--- config.mk ---
export PLATFORM = sky130hd
export DESIGN_NAME = argb_pixel_alpha_blender
export DESIGN_NICKNAME = d
export VERILOG_FILES = /design/src/hw/rtl/apab_pkg.sv /design/src/hw/rtl/apab_regs.sv /design/src/hw/rtl/apab_mix.sv /design/src/hw/rtl/apab_core.sv /design/src/hw/rtl/argb_pixel_alpha_blender.sv
export SDC_FILE = /design/constraint.sdc
export NUM_CORES = 1
export LEC_CHECK = 0
export BUFFER_PORTS_ARGS = -buffer_cell sky130_fd_sc_hd__buf_2
export CAP_MARGIN = 20
export CORE_ASPECT_RATIO = 0.9
export CORE_UTILIZATION = 40
export DETAILED_ROUTE_END_ITERATION = 7
export PLACE_DENSITY = 0.58
export SYNTH_ARGS = -nofsm -noshare
export SYNTH_HDL_FRONTEND = slang
export SYNTH_HIERARCHICAL = 1
export SYNTH_SLANG_ARGS = --single-unit
--- constraint.sdc ---
create_clock -name clk -period 11.6 [get_ports clk]
set_input_delay 1.16 -clock clk [delete_from_list [all_inputs] [get_ports clk]]
set_output_delay 1.16 -clock clk [all_outputs]
set_load 0.01 [all_outputs]
--- src/hw/rtl/apab_pkg.sv ---
// ----------------------------------------------------------------------------
// apab_pkg
// Shared types and constants for the ARGB pixel alpha blender: mode codes,
// register indexes and the configuration bundle.
// ----------------------------------------------------------------------------
`default_nettype none

package apab_pkg;

	// number of glyph gray levels; the top level is the opaque coverage
	localparam int GRAY_LEVELS = 256;

	localparam logic [7:0] COV_OPAQUE   = 8'(GRAY_LEVELS - 1);
	localparam logic [7:0] ALPHA_OPAQUE = 8'hff;
	localparam logic [7:0] ALPHA_CLEAR  = 8'h00;

	// blend modes
	localparam logic [1:0] MODE_FILL  = 2'd0;
	localparam logic [1:0] MODE_BLIT  = 2'd1;
	localparam logic [1:0] MODE_GLYPH = 2'd2;

	// register indexes (byte address / 4)
	localparam logic [1:0] REG_BLEND_MODE = 2'd0;
	localparam logic [1:0] REG_FILL_COLOR = 2'd1;
	localparam logic [1:0] REG_NO_ALPHA   = 2'd2;

	localparam int ADDR_W = 4;

	typedef struct packed {
		logic [1:0]  blend_mode;
		logic [31:0] fill_color;
		logic        force_alpha_full;
	} cfg_t;

endpackage

`default_nettype wire

--- src/hw/rtl/apab_regs.sv ---
// ----------------------------------------------------------------------------
// apab_regs
// Configuration register file on the APB-style port: mode, fill color and
// the forced full alpha flag, with read back.
// ----------------------------------------------------------------------------
`default_nettype none

module apab_regs
	import apab_pkg::*;
(
	input  wire logic              clk,
	input  wire logic              arst_n,
	input  wire logic              psel,
	input  wire logic              penable,
	input  wire logic              pwrite,
	input  wire logic [ADDR_W-1:0] paddr,
	input  wire logic [31:0]       pwdata,
	output logic      [31:0]       prdata,
	output logic                   pready,
	output cfg_t                   cfg
);

	logic [1:0]  blend_mode_q;
	logic [31:0] fill_color_q;
	logic        no_alpha_q;
	logic        wr_en;
	logic [1:0]  reg_idx;

	assign pready  = 1'b1;
	assign reg_idx = paddr[ADDR_W-1:2];
	assign wr_en   = psel && penable && pwrite && pready;

	// register writes on the access phase of a transfer
	always_ff @(posedge clk or negedge arst_n) begin
		if (!arst_n) begin
			blend_mode_q <= 2'd0;
			fill_color_q <= 32'd0;
			no_alpha_q   <= 1'b0;
		end else if (wr_en) begin
			unique case (reg_idx)
				REG_BLEND_MODE: blend_mode_q <= pwdata[1:0];
				REG_FILL_COLOR: fill_color_q <= pwdata;
				REG_NO_ALPHA:   no_alpha_q   <= pwdata[0];
				default: ;
			endcase
		end
	end

	// read back mux
	always_comb begin
		unique case (reg_idx)
			REG_BLEND_MODE: prdata = {30'd0, blend_mode_q};
			REG_FILL_COLOR: prdata = fill_color_q;
			REG_NO_ALPHA:   prdata = {31'd0, no_alpha_q};
			default:        prdata = 32'd0;
		endcase
	end

	assign cfg.blend_mode       = blend_mode_q;
	assign cfg.fill_color       = fill_color_q;
	assign cfg.force_alpha_full = no_alpha_q;

endmodule

`default_nettype wire

--- src/hw/rtl/apab_mix.sv ---
// ----------------------------------------------------------------------------
// apab_mix
// One color channel: d + (((s - d) * a) mod 2^16 >> 8), wrapped to 8 bits.
// ----------------------------------------------------------------------------
`default_nettype none

module apab_mix (
	input  wire logic [7:0] src,
	input  wire logic [7:0] dst,
	input  wire logic [7:0] alpha,
	output logic      [7:0] mixed
);

	logic [15:0] diff;
	logic [15:0] prod;

	// signed difference held as a 16-bit wrap, product kept to 16 bits
	assign diff  = {8'd0, src} - {8'd0, dst};
	assign prod  = 16'(diff * {8'd0, alpha});
	assign mixed = dst + prod[15:8];

endmodule

`default_nettype wire

--- src/hw/rtl/apab_core.sv ---
// ----------------------------------------------------------------------------
// apab_core
// Blend datapath: picks the blend alpha and source color for the mode,
// detects opaque and skipped pixels, and mixes the three color channels.
// ----------------------------------------------------------------------------
`default_nettype none

module apab_core
	import apab_pkg::*;
(
	input  wire cfg_t         cfg,
	input  wire logic [31:0]  source_pixel,
	input  wire logic [7:0]   coverage,
	input  wire logic [31:0]  dest_pixel,
	output logic      [31:0]  result_pixel,
	output logic              write_enable
);

	logic [7:0]  alpha;
	logic [31:0] src_color;
	logic        opaque;
	logic        we;
	logic [7:0]  mix_r;
	logic [7:0]  mix_g;
	logic [7:0]  mix_b;
	logic [7:0]  top_byte;

	// alpha source and skip/opaque decisions per mode
	always_comb begin
		alpha     = ALPHA_CLEAR;
		src_color = cfg.fill_color;
		opaque    = 1'b0;
		we        = 1'b0;
		unique case (cfg.blend_mode)
			MODE_FILL: begin
				alpha  = cfg.fill_color[31:24];
				opaque = (alpha == ALPHA_OPAQUE);
				we     = 1'b1;
			end
			MODE_BLIT: begin
				alpha     = source_pixel[31:24];
				src_color = source_pixel;
				opaque    = (alpha == ALPHA_OPAQUE);
				we        = (alpha != ALPHA_CLEAR);
			end
			MODE_GLYPH: begin
				alpha  = coverage;
				opaque = (coverage == COV_OPAQUE);
				we     = (coverage != ALPHA_CLEAR);
			end
			default: ;
		endcase
	end

	// per-channel mixers
	apab_mix u_mix_r (
		.src(src_color[23:16]), .dst(dest_pixel[23:16]), .alpha(alpha), .mixed(mix_r)
	);
	apab_mix u_mix_g (
		.src(src_color[15:8]), .dst(dest_pixel[15:8]), .alpha(alpha), .mixed(mix_g)
	);
	apab_mix u_mix_b (
		.src(src_color[7:0]), .dst(dest_pixel[7:0]), .alpha(alpha), .mixed(mix_b)
	);

	// opaque writes replace rgb, optionally forcing alpha to full
	assign top_byte = cfg.force_alpha_full ? ALPHA_OPAQUE : dest_pixel[31:24];

	always_comb begin
		if (!we) begin
			result_pixel = dest_pixel;
		end else if (opaque) begin
			result_pixel = {top_byte, src_color[23:0]};
		end else begin
			result_pixel = {dest_pixel[31:24], mix_r, mix_g, mix_b};
		end
	end

	assign write_enable = we;

endmodule

`default_nettype wire

--- src/hw/rtl/argb_pixel_alpha_blender.sv ---
// ----------------------------------------------------------------------------
// argb_pixel_alpha_blender
// ARGB8888 "over" blender: one destination pixel in, one blended pixel and
// a write flag out, in fill, blit or glyph mode.
// ----------------------------------------------------------------------------
// path: an accepted pixel passes the input register, then the result register, and is strobed on done
// throughput: one pixel per cycle; busy is always low, the input register
//   and the result register each hold one pixel in flight
// results are shown for one cycle only; the receiver cannot stall
// reset: config registers clear to zero (fill mode, black), no pixels in flight
`default_nettype none

module argb_pixel_alpha_blender
	import apab_pkg::*;
(
	input  wire logic              clk,
	input  wire logic              arst_n,
	// configuration port
	input  wire logic              psel,
	input  wire logic              penable,
	input  wire logic              pwrite,
	input  wire logic [ADDR_W-1:0] paddr,
	input  wire logic [31:0]       pwdata,
	output logic      [31:0]       prdata,
	output logic                   pready,
	// pixel input
	input  wire logic              start,
	output logic                   busy,
	input  wire logic [31:0]       source_pixel,
	input  wire logic [7:0]        coverage,
	input  wire logic [31:0]       dest_pixel,
	// pixel result
	output logic                   done,
	output logic      [31:0]       result_pixel,
	output logic                   write_enable
);

	cfg_t        cfg;
	logic        accept;
	logic        valid_s1;
	logic [31:0] source_pixel_s1;
	logic [7:0]  coverage_s1;
	logic [31:0] dest_pixel_s1;
	logic [31:0] blend_pixel;
	logic        blend_we;
	logic        valid_s2;
	logic [31:0] result_pixel_s2;
	logic        write_enable_s2;

	apab_regs u_regs (
		.clk    (clk),
		.arst_n (arst_n),
		.psel   (psel),
		.penable(penable),
		.pwrite (pwrite),
		.paddr  (paddr),
		.pwdata (pwdata),
		.prdata (prdata),
		.pready (pready),
		.cfg    (cfg)
	);

	assign busy   = 1'b0;
	assign accept = start && !busy;

	// stage valids
	always_ff @(posedge clk or negedge arst_n) begin
		if (!arst_n) begin
			valid_s1 <= 1'b0;
			valid_s2 <= 1'b0;
		end else begin
			valid_s1 <= accept;
			valid_s2 <= valid_s1;
		end
	end

	// input register
	always_ff @(posedge clk) begin
		if (accept) begin
			source_pixel_s1 <= source_pixel;
			coverage_s1     <= coverage;
			dest_pixel_s1   <= dest_pixel;
		end
	end

	apab_core u_core (
		.cfg         (cfg),
		.source_pixel(source_pixel_s1),
		.coverage    (coverage_s1),
		.dest_pixel  (dest_pixel_s1),
		.result_pixel(blend_pixel),
		.write_enable(blend_we)
	);

	// result register
	always_ff @(posedge clk) begin
		if (valid_s1) begin
			result_pixel_s2 <= blend_pixel;
			write_enable_s2 <= blend_we;
		end
	end

	assign done         = valid_s2;
	assign result_pixel = result_pixel_s2;
	assign write_enable = write_enable_s2;

endmodule

`default_nettype wire

Word-level counts from Yosys, hierarchy flattened. Index checks and enable logic that the tools add are counted.

Output and inout port bits: 68. Logic and storage cells: 43. Register bits: 142.

$mul: 3. Reduce and logical (&&, ||, !) cells: 9. Mux-type cells: 8. Eq/ne operators: 7. $add $sub $neg: 6.

Operators by type and width (count): 32-bit case mux with 3 select lines (1); 32-bit 2-to-1 mux (2); 16-bit by 8-bit multiplier with 16-bit output (3); 8-bit by 8-bit subtractor with 9-bit output (3); 8-bit adder (3); 8-bit == test (second input constant) (3); 24-bit 2-to-1 mux (1); 8-bit case mux with 3 select lines (1); 8-bit nonzero test (2); 8-bit 2-to-1 mux (1); 1-bit case mux with 3 select lines (2); 2-bit AND reduction (3); 2-bit by 1-bit == test with 1-bit output (second input constant) (2); 2-bit == test (second input constant) (2); 2-bit logical NOT (2); 1-bit logical AND (2).

Logic depth before layout (Yosys ltp). Gate-level depths: netlist of run 1.

Depth in word-level cells: 7. Gate-level depth with buffers: 38.

By module. The synthesis of run 1 kept the hierarchy.

Modules (own cells, without submodules): apab_mix (u_core.u_mix_g ...) (instances 2, area an instance 3006.6 um^2, sequential area each 0.0 um^2, cells an instance 354); argb_pixel_alpha_blender (instances 1, area an instance 3214.3 um^2, sequential area each 3203.1 um^2, cells an instance 109); apab_mix (u_core.u_mix_b) (instances 1, area an instance 3012.9 um^2, sequential area each 0.0 um^2, cells an instance 359); apab_regs (instances 1, area an instance 1610.3 um^2, sequential area each 875.8 um^2, cells an instance 120); apab_core (instances 1, area an instance 1443.9 um^2, sequential area each 0.0 um^2, cells an instance 210).

Worst setup path after synthesis of run 1. OpenSTA, ideal clock, no wires.

Kind: reg2reg. Start: register u_regs.blend_mode_q[1]. End: register result_pixel_s2[15], in the netlist result_pixel[15] (data pin). Path buffers: 2. Path slack: 3658 ps. Arrival: 7680 ps. Setup time: 261 ps. Cell stages (with the launch flop): 35. Required time: 11339 ps. Cell sequence: dfrtp_1 > inv_1 > ha_1 > clkbuf_1 > buf_2 > mux2_2 > inv_1 > ha_1 > fa_1 > nor2b_1 > o21ai_0 > a21oi_1 > o41ai_1 > nand2_1 > fa_1 > inv_1 > fa_1 > fa_1 > inv_1 > fa_1 > inv_1 > ha_1 > and3_1 > or2_2 > a21oi_1 > xnor2_1 > ha_1 > nand2_1 > o21ai_0 > o21ai_0 > nand2b_1 > a21oi_1 > xnor3_1 > a21oi_2 > o31ai_2.

Word-level cells in the longest chain between the ends: 7. Elaborated cells on any way between the ends: 12. Classes of those cells: 2 x add/sub; 1 x mul; 2 x eq/ne; 6 x mux; 1 x reduce/logical.

Ends and longest elaborated chain: start, declared (line apab_regs.sv:23) `logic [1:0] blend_mode_q;`; start signal, assigned (line apab_regs.sv:41) `REG_BLEND_MODE: blend_mode_q <= pwdata[1:0];`; 2-bit by 1-bit == test with 1-bit output (line apab_core.sv:34) `unique case (cfg.blend_mode)`; 24-bit 2-to-1 mux (line apab_core.sv:34); via u_core.src_color[8] (line apab_core.sv:20) `logic [31:0] src_color;`; 8-bit by 8-bit subtractor with 9-bit output (line apab_mix.sv:18) `assign diff = {8'd0, src} - {8'd0, dst};`; 16-bit by 8-bit multiplier with 16-bit output (line apab_mix.sv:19) `assign prod = 16'(diff * {8'd0, alpha});`; 8-bit adder (line apab_mix.sv:20) `assign mixed = dst + prod[15:8];`; via u_core.mix_g[7] (line apab_core.sv:24) `logic [7:0] mix_g;`; 32-bit 2-to-1 mux (line apab_core.sv:72) `end else if (opaque) begin`; 32-bit 2-to-1 mux (line apab_core.sv:70) `if (!we) begin`; via blend_pixel[15] (line argb_pixel_alpha_blender.sv:44) `logic [31:0] blend_pixel;`; end signal, assigned (line argb_pixel_alpha_blender.sv:98) `result_pixel_s2 <= blend_pixel;`; end, declared (line argb_pixel_alpha_blender.sv:47) `logic [31:0] result_pixel_s2;`.

The timed path passes the listed nets, and every way through them passes these cells. A chain may end at the register's enable or synchronous reset.

Final worst setup path of run 1.
Start: register u_regs.blend_mode_q[1]. End: register result_pixel_s2[7], in the netlist result_pixel[7] (data pin).

Word-level cells in the longest chain between the ends: 7. Elaborated cells on any way between the ends: 12. Classes of those cells: 2 x add/sub; 1 x mul; 2 x eq/ne; 6 x mux; 1 x reduce/logical.

Ends and longest elaborated chain: 2-bit by 1-bit == test with 1-bit output (line apab_core.sv:34); 24-bit 2-to-1 mux (line apab_core.sv:34); via u_core.src_color[1] (line apab_core.sv:20); 8-bit by 8-bit subtractor with 9-bit output (line apab_mix.sv:18); 16-bit by 8-bit multiplier with 16-bit output (line apab_mix.sv:19); 8-bit adder (line apab_mix.sv:20); via u_core.mix_b[7] (line apab_core.sv:25) `logic [7:0] mix_b;`; 32-bit 2-to-1 mux (line apab_core.sv:72); 32-bit 2-to-1 mux (line apab_core.sv:70); via blend_pixel[7] (line argb_pixel_alpha_blender.sv:44).

The timed path passes the listed nets, and every way through them passes these cells.

==> results of run 1 <==
## cell families (layout without fill, tap and decap cells)
group	count (synthesis)	count (layout)	share of synthesized area
muxes	61	61	0.0447
xor gates and xnor gates	78	78	0.0461
adders and majority gates	302	302	0.330
AOI/OAI and AO/OA	165	165	0.0800
and+or+nand+nor	435	435	0.147
DFF	142	142	0.267
buffers and inverters	321	505	0.0851
other	2	4	0.000491
## state kept, by name (all words and copies together), names as in the netlist
signal and flops:
dest_pixel_s1 32, result_pixel 32, source_pixel_s1 32, u_regs/fill_color_q 32, coverage_s1 8, u_regs/blend_mode_q 2, done 1, u_regs/no_alpha_q 1
valid_s1 1, write_enable 1
## area by class of cell
cell class              instances  area [sq um]  share of cell area
diodes                          2          5.00            0.000290
clock buffers                  17           425              0.0246
clock inverters                15           149             0.00862
inverters                     277          1040              0.0602
multi-input cells            1043          9940               0.575
flip-flops and latches        142          4080               0.236
well taps                     483           604              0.0350
repair buffers                196          1030              0.0597
## cell usage after synthesis (15+ instances only)
cell type | n | share of area
fa_1 | 168 | 0.22
nor2_1 | 57 | 0.014
ha_1 | 134 | 0.11
a21oi_1 | 40 | 0.013
dfrtp_1 | 37 | 0.061
inv_1 | 275 | 0.067
xnor2_1 | 62 | 0.036
mux2_2 | 54 | 0.040
and2b_1 | 15 | 0.0074
o21ai_0 | 26 | 0.0085
nand2b_1 | 28 | 0.011
nand2_1 | 136 | 0.033
edfxtp_1 | 105 | 0.21
nor3_1 | 32 | 0.010
nor2b_1 | 27 | 0.011
and2_1 | 103 | 0.042
clkbuf_1 | 16 | 0.0039
## metrics by stage
| step | utilization | cell area, sq um | std cells | hold slack (ns) |
|---|---|---|---|---|
| 5_1_grt | 0.461 | 17300 | 2174 | 0.515 |
| 4_1_cts | 0.461 | 17300 | 2173 | 0.499 |
| 6_report | 0.461 | 17300 | 2175 | 0.497 |
| 3_3_place_gp | 0.445 | 16700 | 2141 | 0.478 |
| 3_5_place_dp | 0.445 | 16700 | 2141 | 0.485 |
| 2_1_floorplan | - | 15300 | 1506 | 0.468 |
## critical path, delay by kind of cell (launching register included)
| family | cells | cell delay, ns |
|---|---|---|
| AOI/OAI and AO/OA | 11 | 2.21 |
| xor gates and xnor gates | 4 | 1.20 |
| and+or+nand+nor | 5 | 0.71 |
| muxes | 1 | 0.50 |
| buffers and inverters | 5 | 0.32 |
| DFF | 1 | 0.42 |
| adders and majority gates | 8 | 3.60 |
## worst paths after layout
| path | to | slack (ns) | cells after the start |
|---|---|---|---|
| hold reg to reg | result_pixel[24]$_DFFE_PP_ | 0.50 | 1 |
| setup reg to reg | result_pixel[7]$_DFFE_PP_ | 2.46 | 34 |
| min in group asynchronous | done$_DFF_PN0_ | 0.84 | 1 |
| max in group asynchronous | valid_s1$_DFF_PN0_ | 10.14 | 1 |
| setup / recovery | result_pixel[7]$_DFFE_PP_ | 2.46 | 34 |
| hold / removal | result_pixel[24]$_DFFE_PP_ | 0.50 | 1 |
## layer usage
metal  track usage  wire length [microns]  vias up
met5             0                      0        -
met4        0.0578                    667        0
met2         0.332                  17800      249
li1              -                      -     5213
met3        0.0409                   1810       37
met1         0.275                  17800     5329
==> results.py, run 1 <==
metrics = {
    "logic_synthesis": {
        "synth_edf_count": 105,
        "synth_nets": 1922,
        "ys_seq_area_frac": 0.267,
        "yosysWarningCount": 6,
        "synth_seq_cells": 142,
        "ys.flop_type": "edfxtp_1",
        "ys_async_sr_fraction": 0.261,
        "synth_area_sq_um": 15300,
        "synthCells": 1506,
        "synth_area_per_cell_sq_um": 10.2,
        "ys_types": 77,
    },
    "clock_network": {
        "cts_buffers": 17,
        "clk_pin_slew_worst_paths_ns": 0.08,
        "cts_tree": "yes",
        "cts-hold-fix-buffers": 0,
        "post_cts_buffers": 0,
        "cts_resized": 0,
        "clock-sinks": 142,
        "clkLatencyLatePin_ns": 0.45,
        "clockBufferDepth": 2,
        "h-tree-depth": 4,
        "clock-root-buffer": "clkbuf_16",
    },
    "die": {
        "die-area_sq_um": 39000,
        "start_util": 0.408,
        "rows": 67,
        "die_w_microns": 208,
        "core_region_area_sq_um": 37500,
        "ioPinCount": 182,
        "die_h_microns": 188,
    },
    "sta": {
        "worst_slew_pin_slew_ns": 1.04,
        "slew_violations": 0,
        "worst_slack_ns": 2.46,
        "fin_tns_setup_ns": 0,
        "fin_crit_ns": 9.14,
        "finalSetupViolCount": 0,
        "rsz0062_at_grt": "false",
        "period_share": 0.788,
        "max_clock_freq_mhz": 109,
        "worst_clock_skew_ns": 0.0140,
        "relSlewSlack": 0.304,
        "final_hold_viol_count": 0,
    },
    "hold_path": {
        "min-delay-start": "dest_pixel_s1[24]$_DFFE_PP_",
        "hp-class": "reg -> reg",
    },
    "grt": {
        "grt_max_degree": 74,
        "grt_pass1_vias": 11400,
        "overflow": 0,
        "antenna_found_initial": 2,
        "grt_use_total": 0.204,
        "grt_pass1_wl_mm": 61.6,
    },
    "worst_setup_path": {
        "critPathMaxStageDelay_ns": 0.74,
        "cp_max_fo": 14,
        "start_kind": "flip-flop",
        "cp-startpoint": "u_regs/blend_mode_q[1]$_DFFE_PN0P_",
        "rr_startpoint": "u_regs/blend_mode_q[1]$_DFFE_PN0P_",
        "end_kind": "flip-flop",
        "slowest_stage": "ha_1",
        "crit_arrival_ns": 9.43,
        "critPathRequiredTime_ns": 11.89,
        "cp_common_cell": "inv_1",
        "critical_path_class": "reg -> reg",
    },
    "drt": {
        "drt-initial-drc-count": 464,
        "detail-route-antenna-nets": 0,
        "first_pass_iters": 5,
        "via_count": 10800,
        "routed_via_density": 4.98,
        "drc_errors": 0,
        "wire_per_inst_microns": 17.5,
        "wirelength_mm": 38.1,
    },
    "cells_and_area": {
        "layout.nets": 2093,
        "drive_gt1_frac": 0.195,
        "final_cell_mix": "inv_1, buf_2, fa_1, nand2_1, ha_1",
        "n_fill_cell": 3611,
        "syn_to_final_growth_pct": 12.9,
        "final_common_cell": "inv_1",
    },
    "placed_design": {
        "place_congestion": 0.822,
        "io_buffers": 177,
        "place_hpwl_mm": 28.9,
        "place_ws_ns": 2.41,
    },
    "outcome": {
        "outcome": "finished clean",
    },
    "job": {
        "maxCapViolations": 0,
    },
}
Power of run 1 is not shown: default switching activity piles up to over one toggle a cycle in this logic, so the estimate is an artifact.
==> run 2: changes to the inputs <==
clock period = 8.7 ns   (was 11.6 ns; I/O delays follow)
==> run 2 against run 1 <==
Compared with the run above: maximum frequency increased by 9.9%; critical endpoint is now result_pixel[15]$_DFFE_PP_; non-clock buffer count increased by 20; wire length increased by 2.1%; register-to-register slack got worse by 2.1 ns; clock-buffer cell count increased by 1; global-route usage increased by 0.45 points; utilization increased by 0.87 points; flip-flop and latch count unchanged; highest routed layer unchanged.
==> results.py, run 2 (synthesis gave the netlist of run 1 again) <==
metrics = {
    "outcome": {
        "outcome": "finished clean",
    },
    "cells_and_area": {
        "final_cell_mix": "inv_1, buf_2, fa_1, nand2_1, ha_1",
        "syn_to_final_growth_pct": 15.1,
        "final_common_cell": "inv_1",
        "n_fill_cell": 3525,
        "layout.nets": 2113,
        "drive_gt1_frac": 0.209,
    },
    "die": {
        "rows": 67,
        "start_util": 0.408,
        "ioPinCount": 182,
        "die_h_microns": 188,
        "die-area_sq_um": 39000,
        "die_w_microns": 208,
        "core_region_area_sq_um": 37500,
    },
    "grt": {
        "grt_use_total": 0.208,
        "globalRouteMet3Util": 0.0360,
        "grt_pass1_wl_mm": 63.0,
        "grt_pass1_vias": 11500,
        "antenna_found_initial": 2,
        "grt_util_met1": 0.289,
        "use_met2": 0.339,
        "overflow": 0,
        "grt_max_degree": 74,
        "grt_busiest_layer": "met2",
    },
    "drt": {
        "first_pass_iters": 5,
        "via_count": 11000,
        "drc_errors": 0,
        "detail-route-antenna-nets": 0,
        "drt-initial-drc-count": 558,
        "routed_via_density": 5.00,
        "wirelength_mm": 38.9,
        "wire_per_inst_microns": 17.7,
    },
    "sta": {
        "rsz0062_at_grt": "true",
        "finalSetupViolCount": 0,
        "slew_violations": 0,
        "final_hold_viol_count": 0,
        "max_clock_freq_mhz": 120,
        "worst_slew_pin_slew_ns": 1.14,
        "period_share": 0.956,
        "relSlewSlack": 0.237,
        "fin_crit_ns": 8.32,
        "worst_clock_skew_ns": 0.0180,
        "fin_hold_ws_ns": 0.504,
    },
    "worst_setup_path": {
        "critPathRequiredTime_ns": 8.88,
        "ff2ff_setup_slack_ns": 0.38,
        "start_kind": "flip-flop",
        "critPathMaxStageDelay_ns": 0.67,
        "slowest_stage": "fa_2",
        "crit_arrival_ns": 8.50,
        "end_kind": "flip-flop",
        "cp_common_cell": "inv_1",
        "reg2regPathDepth": 37,
        "critical_path_class": "reg -> reg",
        "cp_max_fo": 8,
    },
    "job": {
        "maxCapViolations": 0,
    },
    "clock_network": {
        "clock-root-buffer": "clkbuf_16",
        "clk_pin_slew_worst_paths_ns": 0.06,
        "h-tree-depth": 4,
        "cts_buffers": 17,
        "cts_tree": "yes",
        "clock-sinks": 142,
        "clkLatencyLatePin_ns": 0.46,
        "clockBufferDepth": 2,
    },
    "placed_design": {
        "place_congestion": 0.834,
        "place_hpwl_mm": 29.9,
        "io_buffers": 177,
    },
    "hold_path": {
        "hp-class": "reg -> reg",
        "worstHoldPathCells": 1,
    },
}
-- run 2: per-layer routing --
layer | up-vias | share of wire
li1 | 5244 | -
met1 | 5474 | 0.48
met2 | 228 | 0.47
met3 | 24 | 0.041
met4 | 0 | 0.0091
met5 | - | 0
-- run 2: area by class of cell --
type	instances	area (sq um)	share of cell area
Tap cell	483	604	0.0343
Antenna cell	2	5.00	0.000284
Clock buffer	18	429	0.0244
Timing Repair Buffer	216	1190	0.0678
Inverter	277	1040	0.0591
Sequential cell	142	4080	0.232
Clock inverter	14	233	0.0132
Multi-Input combinational cell	1043	10000	0.569
-- run 2: what timing repair did --
item / 4_1_cts / 5_1_grt
gates resized for setup: 1 / 14
hold buffers: 0 / 0
setup endpoints to repair: 1 / 11
pin swaps: 0 / 4
setup buffers: 0 / 7
-- run 2: worst max-delay path, delay by kind of cell, from the launching register on --
family / cells / cell delay [ns]
buf+inv: 9 / 1.13
fa+ha+maj: 9 / 3.40
simple gates: 7 / 0.87
flops: 1 / 0.42
compound gates: 10 / 1.58
mux: 1 / 0.36
xor+xnor: 1 / 0.25
-- run 2: per-stage QoR --
stage	utilization	TNS (ns)	setup WS, ns	instance area, sq um	instances
floorplan	-	0	0.758	15300	1506
global placement	0.448	-0.0000631	-0.0000631	16800	2154
detailed placement	0.448	0	0.00313	16800	2154
CTS	0.466	0	0.00223	17500	2186
global route	0.469	-0.0697	-0.0697	17600	2193
finish	0.470	0	0.379	17600	2195
-- run 2: worst paths after layout --
kind	start	end
min reg2reg	dest_pixel_s1[27]$_DFFE_PP_	result_pixel[27]$_DFFE_PP_
max reg2reg	u_regs/blend_mode_q[1]$_DFFE_PN0P_	result_pixel[15]$_DFFE_PP_
max	u_regs/blend_mode_q[1]$_DFFE_PN0P_	result_pixel[15]$_DFFE_PP_
min	dest_pixel_s1[27]$_DFFE_PP_	result_pixel[27]$_DFFE_PP_
max in group asynchronous	arst_n	valid_s1$_DFF_PN0_
min in group asynchronous	arst_n	u_regs/fill_color_q[27]$_DFFE_PN0P_
Power of run 2 is left out for the same reason.
==> run 3: changes to the inputs <==
clock period = 9.1 ns   (was 8.7 ns; I/O delays follow)
==> run 3 against run 2 <==
Compared with the run above: utilization down 0.54 points; critical endpoint is now result_pixel[23]$_DFFE_PP_; first-iteration DRC count decreased by 4.3%; maximum frequency fell by 1.1%; via count down 1.7%; critical path type unchanged; worst hold slack worse by 0.0068 ns; cell count down 0.41%; clock skew is 0.0017 ns lower.
==> results.py, run 3 (synthesis gave the netlist of run 1 again) <==
metrics = {
    "outcome": {
        "outcome": "finished clean",
    },
    "die": {
        "die_w_microns": 208,
        "die_h_microns": 188,
        "rows": 67,
        "ioPinCount": 182,
        "core_region_area_sq_um": 37500,
        "start_util": 0.408,
        "die-area_sq_um": 39000,
    },
    "cells_and_area": {
        "syn_to_final_growth_pct": 13.7,
        "final_cell_mix": "inv_1, buf_2, fa_1, nand2_1, ha_1",
        "drive_gt1_frac": 0.199,
        "instances_no_fill": 2186,
        "multi_input_area_sq_um": 9950,
        "layout.nets": 2103,
        "final_util": 0.464,
        "regArea_sq_um": 4080,
        "n_fill_cell": 3573,
        "final_common_cell": "inv_1",
        "fin_area_sq_um": 17400,
    },
    "grt": {
        "antenna_found_initial": 3,
        "grt_pass1_vias": 11500,
        "grt_max_degree": 74,
        "grt_use_total": 0.205,
        "overflow": 0,
        "grt_pass1_wl_mm": 61.9,
    },
    "clock_network": {
        "clockBufferDepth": 2,
        "clkLatencyLatePin_ns": 0.46,
        "h-tree-depth": 4,
        "clock-sinks": 142,
        "clock-root-buffer": "clkbuf_16",
        "post_cts_buffers": 0,
        "cts_resized": 0,
        "cts-hold-fix-buffers": 0,
        "clk_pin_slew_worst_paths_ns": 0.06,
        "cts_tree": "yes",
        "cts_buffers": 17,
    },
    "sta": {
        "period_share": 0.924,
        "worst_clock_skew_ns": 0.0163,
        "worst_slew_pin_slew_ns": 1.11,
        "fin_tns_setup_ns": 0,
        "final_hold_viol_count": 0,
        "rsz0062_at_grt": "false",
        "finalSetupViolCount": 0,
        "slew_violations": 0,
        "max_clock_freq_mhz": 119,
        "fin_crit_ns": 8.41,
        "relSlewSlack": 0.262,
    },
    "placed_design": {
        "place_congestion": 0.811,
        "io_buffers": 177,
        "place_hpwl_mm": 29.7,
        "placed_cell_area_sq_um": 16800,
        "dp.cells": 2151,
    },
    "worst_setup_path": {
        "crit_end": "result_pixel[23]$_DFFE_PP_",
        "cp_max_fo": 12,
        "slowest_stage": "xor2_1",
        "crit_arrival_ns": 8.69,
        "critPathMaxStageDelay_ns": 0.60,
        "reg2reg_to": "result_pixel[23]$_DFFE_PP_",
        "start_kind": "flip-flop",
        "cp-startpoint": "u_regs/blend_mode_q[1]$_DFFE_PN0P_",
        "end_kind": "flip-flop",
        "rr_startpoint": "u_regs/blend_mode_q[1]$_DFFE_PN0P_",
        "critical_path_class": "reg -> reg",
        "reg2regPathDepth": 33,
        "critPathRequiredTime_ns": 9.38,
        "ff2ff_setup_slack_ns": 0.69,
    },
    "drt": {
        "wire_per_inst_microns": 17.5,
        "wirelength_mm": 38.3,
        "detail-route-antenna-nets": 0,
        "via_count": 10800,
        "first_pass_iters": 8,
        "drc_errors": 0,
        "drt-initial-drc-count": 534,
        "routed_via_density": 4.93,
    },
    "job": {
        "maxCapViolations": 0,
    },
    "hold_path": {
        "min-delay-start": "dest_pixel_s1[24]$_DFFE_PP_",
        "hp-class": "reg -> reg",
    },
}
-- run 3: how the worst min path moves through the flow --
stage | endpoint | cells past startpoint
2_1_floorplan | u_regs/fill_color_q[21]$_DFFE_PN0P_ | 1
3_3_place_gp | result_pixel[25]$_DFFE_PP_ | 1
3_5_place_dp | result_pixel[24]$_DFFE_PP_ | 1
4_1_cts | result_pixel[24]$_DFFE_PP_ | 1
5_1_grt | result_pixel[24]$_DFFE_PP_ | 1
6_report | result_pixel[24]$_DFFE_PP_ | 1
-- run 3: per-layer routing --
| metal | share of wire | routed length [microns] | GRT usage |
|---|---|---|---|
| met5 | 0 | 0 | 0 |
| met4 | 0.019 | 717 | 0.0618 |
| met3 | 0.044 | 1690 | 0.0372 |
| met2 | 0.46 | 17500 | 0.332 |
| met1 | 0.48 | 18400 | 0.280 |
-- run 3: metrics by stage --
stage | setup slack (ns) | hold slack, ns
after detailed placement | 0.654 | 0.483
after global routing | 0.0148 | 0.520
final | 0.687 | 0.497
after CTS | 0.649 | 0.499
after global placement | 0.794 | 0.480
after floorplan | 1.16 | 0.468
-- run 3: critical path: cells and delay by family, from the launching register on --
family	cells	cell delay, ns
XOR/XNOR	4	1.16
AND/OR/NAND/NOR	4	0.44
buffers and inverters	6	0.62
flip-flops	1	0.42
AO/OA/AOI/OAI	9	1.98
multiplexers	1	0.41
adder cells (fa/ha/maj)	9	3.18
-- run 3: area by class of cell --
class | count | share of cell area
Antenna cell | 3 | 0.000432
Clock buffer | 17 | 0.0245
Clock inverter | 15 | 0.0106
Inverter | 277 | 0.0598
Multi-Input combinational cell | 1043 | 0.572
Sequential cell | 142 | 0.235
Tap cell | 483 | 0.0347
Timing Repair Buffer | 206 | 0.0636
Power of run 3 is left out for the same reason.
